[config.mk]
export PLATFORM = sky130hd
export DESIGN_NAME = bhr_div
export DESIGN_NICKNAME = d
export VERILOG_FILES = /design/src/rtl/core/bhr_pkg.sv /design/src/rtl/core/bhr_div.sv
export SDC_FILE = /design/constraint.sdc
export NUM_CORES = 1
export LEC_CHECK = 0
export BUFFER_PORTS_ARGS = -buffer_cell sky130_fd_sc_hd__clkbuf_2
export CAP_MARGIN = 20
export CORE_AREA = 2 2 159 161
export DETAILED_ROUTE_END_ITERATION = 7
export DIE_AREA = 0 0 161 163
export GPL_TIMING_DRIVEN = 0
export SYNTH_ARGS = -nofsm -noshare
export SYNTH_HDL_FRONTEND = slang
export SYNTH_SLANG_ARGS = --single-unit
[constraint.sdc]
create_clock -name i_clk -period 5.1 [get_ports i_clk]
set_input_delay 0 -clock i_clk [delete_from_list [all_inputs] [get_ports i_clk]]
set_output_delay 0 -clock i_clk [all_outputs]
set_load 0.05 [all_outputs]
[src/rtl/core/bhr_pkg.sv]
// Package for the bandwidth history rollup core: widths, defaults, codes.
// No dependencies; bhr_if, bhr_div and the top level refer to it by scope.
package bhr_pkg;
    localparam int DefRecentDepth = 256;
    localparam int DefWeekDays    = 7;
    localparam int DefYearWeeks   = 52;
    localparam logic [19:0] DayReset = 20'd86400;

    localparam logic [1:0] FnAdd  = 2'd0;
    localparam logic [1:0] FnRead = 2'd1;
    localparam logic [1:0] FnAvg  = 2'd2;
    localparam logic [1:0] FnNop  = 2'd3;

    localparam logic [1:0] RgRecent = 2'd0;
    localparam logic [1:0] RgDaily  = 2'd1;
    localparam logic [1:0] RgWeekly = 2'd2;
    localparam logic [1:0] RgNone   = 2'd3;

    typedef struct packed {
        logic [1:0]  func;
        logic [31:0] sample_bw;
        logic [39:0] time_sec;
        logic [1:0]  region;
        logic [7:0]  age;
    } t_req;

    typedef struct packed {
        logic [31:0] value;
        logic        valid_res;
        logic [8:0]  recent_count;
        logic        day_closed;
        logic [31:0] day_avg;
        logic        week_closed;
        logic [31:0] week_avg;
        logic        dropped;
    } t_rsp;

    // Divider handshake.
    typedef struct packed {
        logic        start;
    } t_div_ctl;
endpackage

[src/rtl/core/bhr_div.sv]
// Shared radix-2 restoring divider: 64-bit dividend by 32-bit divisor.
// Full 64-bit quotient and 32-bit remainder; used for day, week, average and day start.
module bhr_div (
    input  logic        i_clk,
    input  logic        i_rst_n,
    input  bhr_pkg::t_div_ctl i_ctl,
    input  logic [63:0] i_num,
    input  logic [31:0] i_den,
    output logic        o_busy,
    output logic [63:0] o_quo,
    output logic [31:0] o_rem
);
    logic [6:0]  r_cnt, n_cnt;
    logic [63:0] r_q, n_q;
    logic [32:0] r_r, n_r;
    logic [31:0] r_d, n_d;
    logic [32:0] w_sh, w_df;

    always_comb begin
        n_cnt = r_cnt;
        n_q   = r_q;
        n_r   = r_r;
        n_d   = r_d;
        w_sh  = {r_r[31:0], r_q[63]};
        w_df  = w_sh - {1'b0, r_d};
        if (i_ctl.start) begin
            n_cnt = 7'd64;
            n_q   = i_num;
            n_r   = '0;
            n_d   = i_den;
        end else if (r_cnt != 7'd0) begin
            n_cnt = r_cnt - 7'd1;
            if (!w_df[32]) begin
                n_r = w_df;
                n_q = {r_q[62:0], 1'b1};
            end else begin
                n_r = w_sh;
                n_q = {r_q[62:0], 1'b0};
            end
        end
    end

    always_ff @(posedge i_clk) begin
        if (!i_rst_n) begin
            r_cnt <= '0;
        end else begin
            r_cnt <= n_cnt;
        end
        r_q <= n_q;
        r_r <= n_r;
        r_d <= n_d;
    end

    assign o_busy = (r_cnt != 7'd0);
    assign o_quo  = r_q;
    assign o_rem  = r_r[31:0];

    property p_idle;
        @(posedge i_clk) disable iff (!i_rst_n) i_ctl.start |-> !o_busy;
    endproperty
    a_idle: assert property (p_idle) else $error("divider restarted while busy");
    property p_run;
        @(posedge i_clk) disable iff (!i_rst_n) i_ctl.start |=> r_cnt == 7'd64;
    endproperty
    a_run: assert property (p_run) else $error("divider did not load");
    property p_dec;
        @(posedge i_clk) disable iff (!i_rst_n)
            (r_cnt != 7'd0 && !i_ctl.start) |=> r_cnt == $past(r_cnt) - 7'd1;
    endproperty
    a_dec: assert property (p_dec) else $error("divider count skipped");
    property p_den;
        @(posedge i_clk) disable iff (!i_rst_n) i_ctl.start |-> i_den != 32'd0;
    endproperty
    a_den: assert property (p_den) else $error("divide by zero");
endmodule

==> results.toml <==
[finish]
mostFrequentLayoutCells = "195 x clkbuf_2, 97 x dlygate4sd3_1, 96 x edfxtp_1, 64 x nor2_1, 64 x mux2_2"
area_growth_pct = 40.5
finalInstanceArea_mm2 = 0.0101
drive_above_1_share_pct = 31.7
layout_commonest_cell = "clkbuf_2"
fillers = 2447
fin_nets = 1080

[route]
drc = 0
routed_wl_um = 20700
ant_nets = 0
via_per_inst = 4.61
drt_iter0_markers = 204
vias = 5954
post_drt_wl_per_cell_um = 16.0
drt_first_pass_iters = 4

[sta]
fmax_ghz = 0.278
setup_viol = 0
tightest_slew_ps = 943
period_share_pct = 70.6
tns_ps = 0
whs_ps = 290
fin_crit_ps = 3600
worst_slack_ps = 1500
rsz0062_at_grt = "no"
hold_viol_final = 0
fin_skew_ps = 20.4
slew-limit-headroom_pct = 37.1
finalMaxSlewViolations = 0

[setup_path]
rrSetupSlack_ps = 1500
end_kind = "register"
cp_top_family = "compound AO/OA/AOI/OAI gates"
reg2reg_from = "o_quo[63]"
crit_path_max_incr_delay_ps = 430
start_kind = "register"
crit_arrival_ps = 3930
crit_buf_inv = 2
cp.required_ps = 5430
crit_slowest_cell = "o41a_1"
path_class = "register to register"
path_max_fanout = 10
reg2reg_to = "r_r[29]"
path_cells = "inv_1 -> ha_1 -> fa_1 -> nor2b_1 -> o31a_1 -> o41a_1 -> nor3_4 -> a22oi_2 -> a211oi_4 -> xnor2_4 -> buf_2 -> o31ai_1 -> a311oi_1"
reg2reg_depth = 13

[synthesis]
syn_nets = 769
synth_seq_cells = 135
syn_area_mm2 = 0.00722
yosysUniqueCellTypes = 54
avgSynthCellArea_um2 = 11.4
yosys_warnings = 0
async_reset_ff_share_pct = 0
synth_edf_count = 96
yosysTopAreaCellShare_pct = 39.9
synth_cells = 636
synth.area.top_cells = "edfxtp_1 40%, dfxtp_1 11%, mux2_2 10%"
ys.flop_type = "edfxtp_1"
yosys.area.top_type = "edfxtp_1"
synth_seq_area_share_pct = 50.7

[clock_tree]
root_buffer = "clkbuf_16"
cts_tree = "built"
clk_pin_slew_ps = 70
clkLatencyLatePin_ps = 430
htreeDepth = 4
post_cts_buffers = 0
cts.path.max_buffers = 2
cts_made_buffers = 17
cts_sinks = 135

[min_path]
hold_class = "primary input to register"
whs_endpoint = "r_d[6]"
whs_path_depth = 2
hold_path_startpoint = "i_den[6]"

[global_route]
antenna_found_initial = 1
track_usage_pct = 16.1
grt_pass1_vias = 6230
grt_start_max_net_pins = 65
grt_pass1_wl_um = 33100
grt-ovfl-total = 0

[place]
port_buffers = 195
place.gp.congestion = 0.825
dpl.hpwl_um = 14900
placedInstanceArea_mm2 = 0.00861
dp_slack_ps = 1470

[power_and_ir_drop]
peakVddDrop_mv = 0.326
p_per_area_mw_per_mm2 = 597
power.switching_w = 0.00286
leakage_nw = 4.38
pwr-share-clk_pct = 19.8
p_sw_share_pct = 47.3
pwr-share-comb_pct = 50.7
p_seq_share_pct = 29.5
internal_power_w = 0.00319

[die]
die_x_um = 161
start_util_pct = 29.3
fp.dieH_um = 163
coreArea_mm2 = 0.0247
rows = 58
io_pins = 196
dieArea_mm2 = 0.0262

[flow_run]
drv_cap = 0

[status]
outcome = "complete, no violations"
[worst max-delay path by stage]
| stage | start | endpoint | slack (ps) | cells after the start |
|---|---|---|---|---|
| 2_1_floorplan | o_quo[63] | r_r[23] | 1700 | 13 |
| 3_3_place_gp | i_ctl | o_quo[10] | 1150 | 3 |
| 4_1_cts | o_quo[63] | r_r[23] | 1450 | 13 |
| 6_report | o_quo[63] | r_r[29] | 1500 | 13 |
| 3_5_place_dp | o_quo[63] | r_r[30] | 1470 | 13 |
| 5_1_grt | o_quo[63] | r_r[25] | 1200 | 13 |
[layer usage]
metal | vias to the layer above | share of wire [%] | track usage, % | routed length (um)
met2 | 184 | 49 | 28.3 | 10100
met4 | 0 | 0.75 | 3.08 | 156
met5 | - | 0 | 0 | 0
met3 | 11 | 6.4 | 5.63 | 1330
met1 | 2786 | 44 | 19.1 | 9060
li1 | 2973 | - | - | -
[sequential cells by signal (all words and copies together) (netlist names)]
name and flops:
r_d 32, o_quo 64, r_r 32, r_cnt 7
[repair_timing]
item	in CTS	in global routing
endpoints found under the hold margin	99	0
hold buffers	97	0
resized for setup	0	0
[cell type report]
type	count	area [um^2]	area share, %
Clock buffer	18	429	4.23
Buffer	29	121	1.20
Tap cell	330	413	4.07
Clock inverter	14	130	1.28
Inverter	45	169	1.66
Antenna cell	1	2.50	0.0247
Multi-Input combinational cell	427	3270	32.2
Timing Repair Buffer	292	1950	19.2
Sequential cell	135	3660	36.1
[per-stage QoR]
step,utilization [%],std cells,power [W]
2_1_floorplan,-,636,0.00411
3_3_place_gp,34.9,1161,0.00481
3_5_place_dp,34.9,1161,0.00483
4_1_cts,41.1,1290,0.00611
5_1_grt,41.1,1291,0.00643
6_report,41.1,1291,0.00606
[synth_stat cells (2+ instances only)]
master,count
edfxtp_1,96
mux2_2,64
nor2_1,64
inv_1,45
dfxtp_1,39
ha_1,33
a211oi_1,31
a21oi_1,31
nand2_1,29
mux2i_1,25
o21ai_0,23
clkbuf_1,22
xnor2_1,20
a21o_1,11
xor2_1,11
nand2b_1,8
nor3_1,7
nand4_1,6
a311oi_1,5
nand3_1,5
nor2b_1,5
buf_2,4
o21a_1,4
o21bai_1,3
o31ai_1,3
o41ai_1,3
a221oi_1,2
a31oi_1,2
and2_1,2
buf_4,2
nand3b_1,2
o2111ai_1,2
o211a_1,2
o211ai_1,2
o221ai_1,2
o31a_1,2
or3_1,2
[power by group through the flow]
stage	clock [W]	combinational (W)	sequential, W
finish	0.00120	0.00307	0.00179
global route	0.00127	0.00333	0.00183
global placement	0	0.00299	0.00181
CTS	0.00123	0.00309	0.00179
floorplan	0	0.00144	0.00267
detailed placement	0	0.00302	0.00181
[cells by family (layout without fill, tap and decap cells)]
family                     after synthesis  count (layout)  synth area share [%]
xor gates and xnor gates                32              32                  4.14
DFF                                    135             135                  50.7
other                                    0               1                     0
adders and majority gates               34              34                  6.00
and+or+nand+nor                        136             136                  8.61
buffers and inverters                   74             398                  4.02
muxes                                   90              90                  13.7
AOI/OAI and AO/OA                      135             135                  12.8
(Power assumes the default switching activity.)
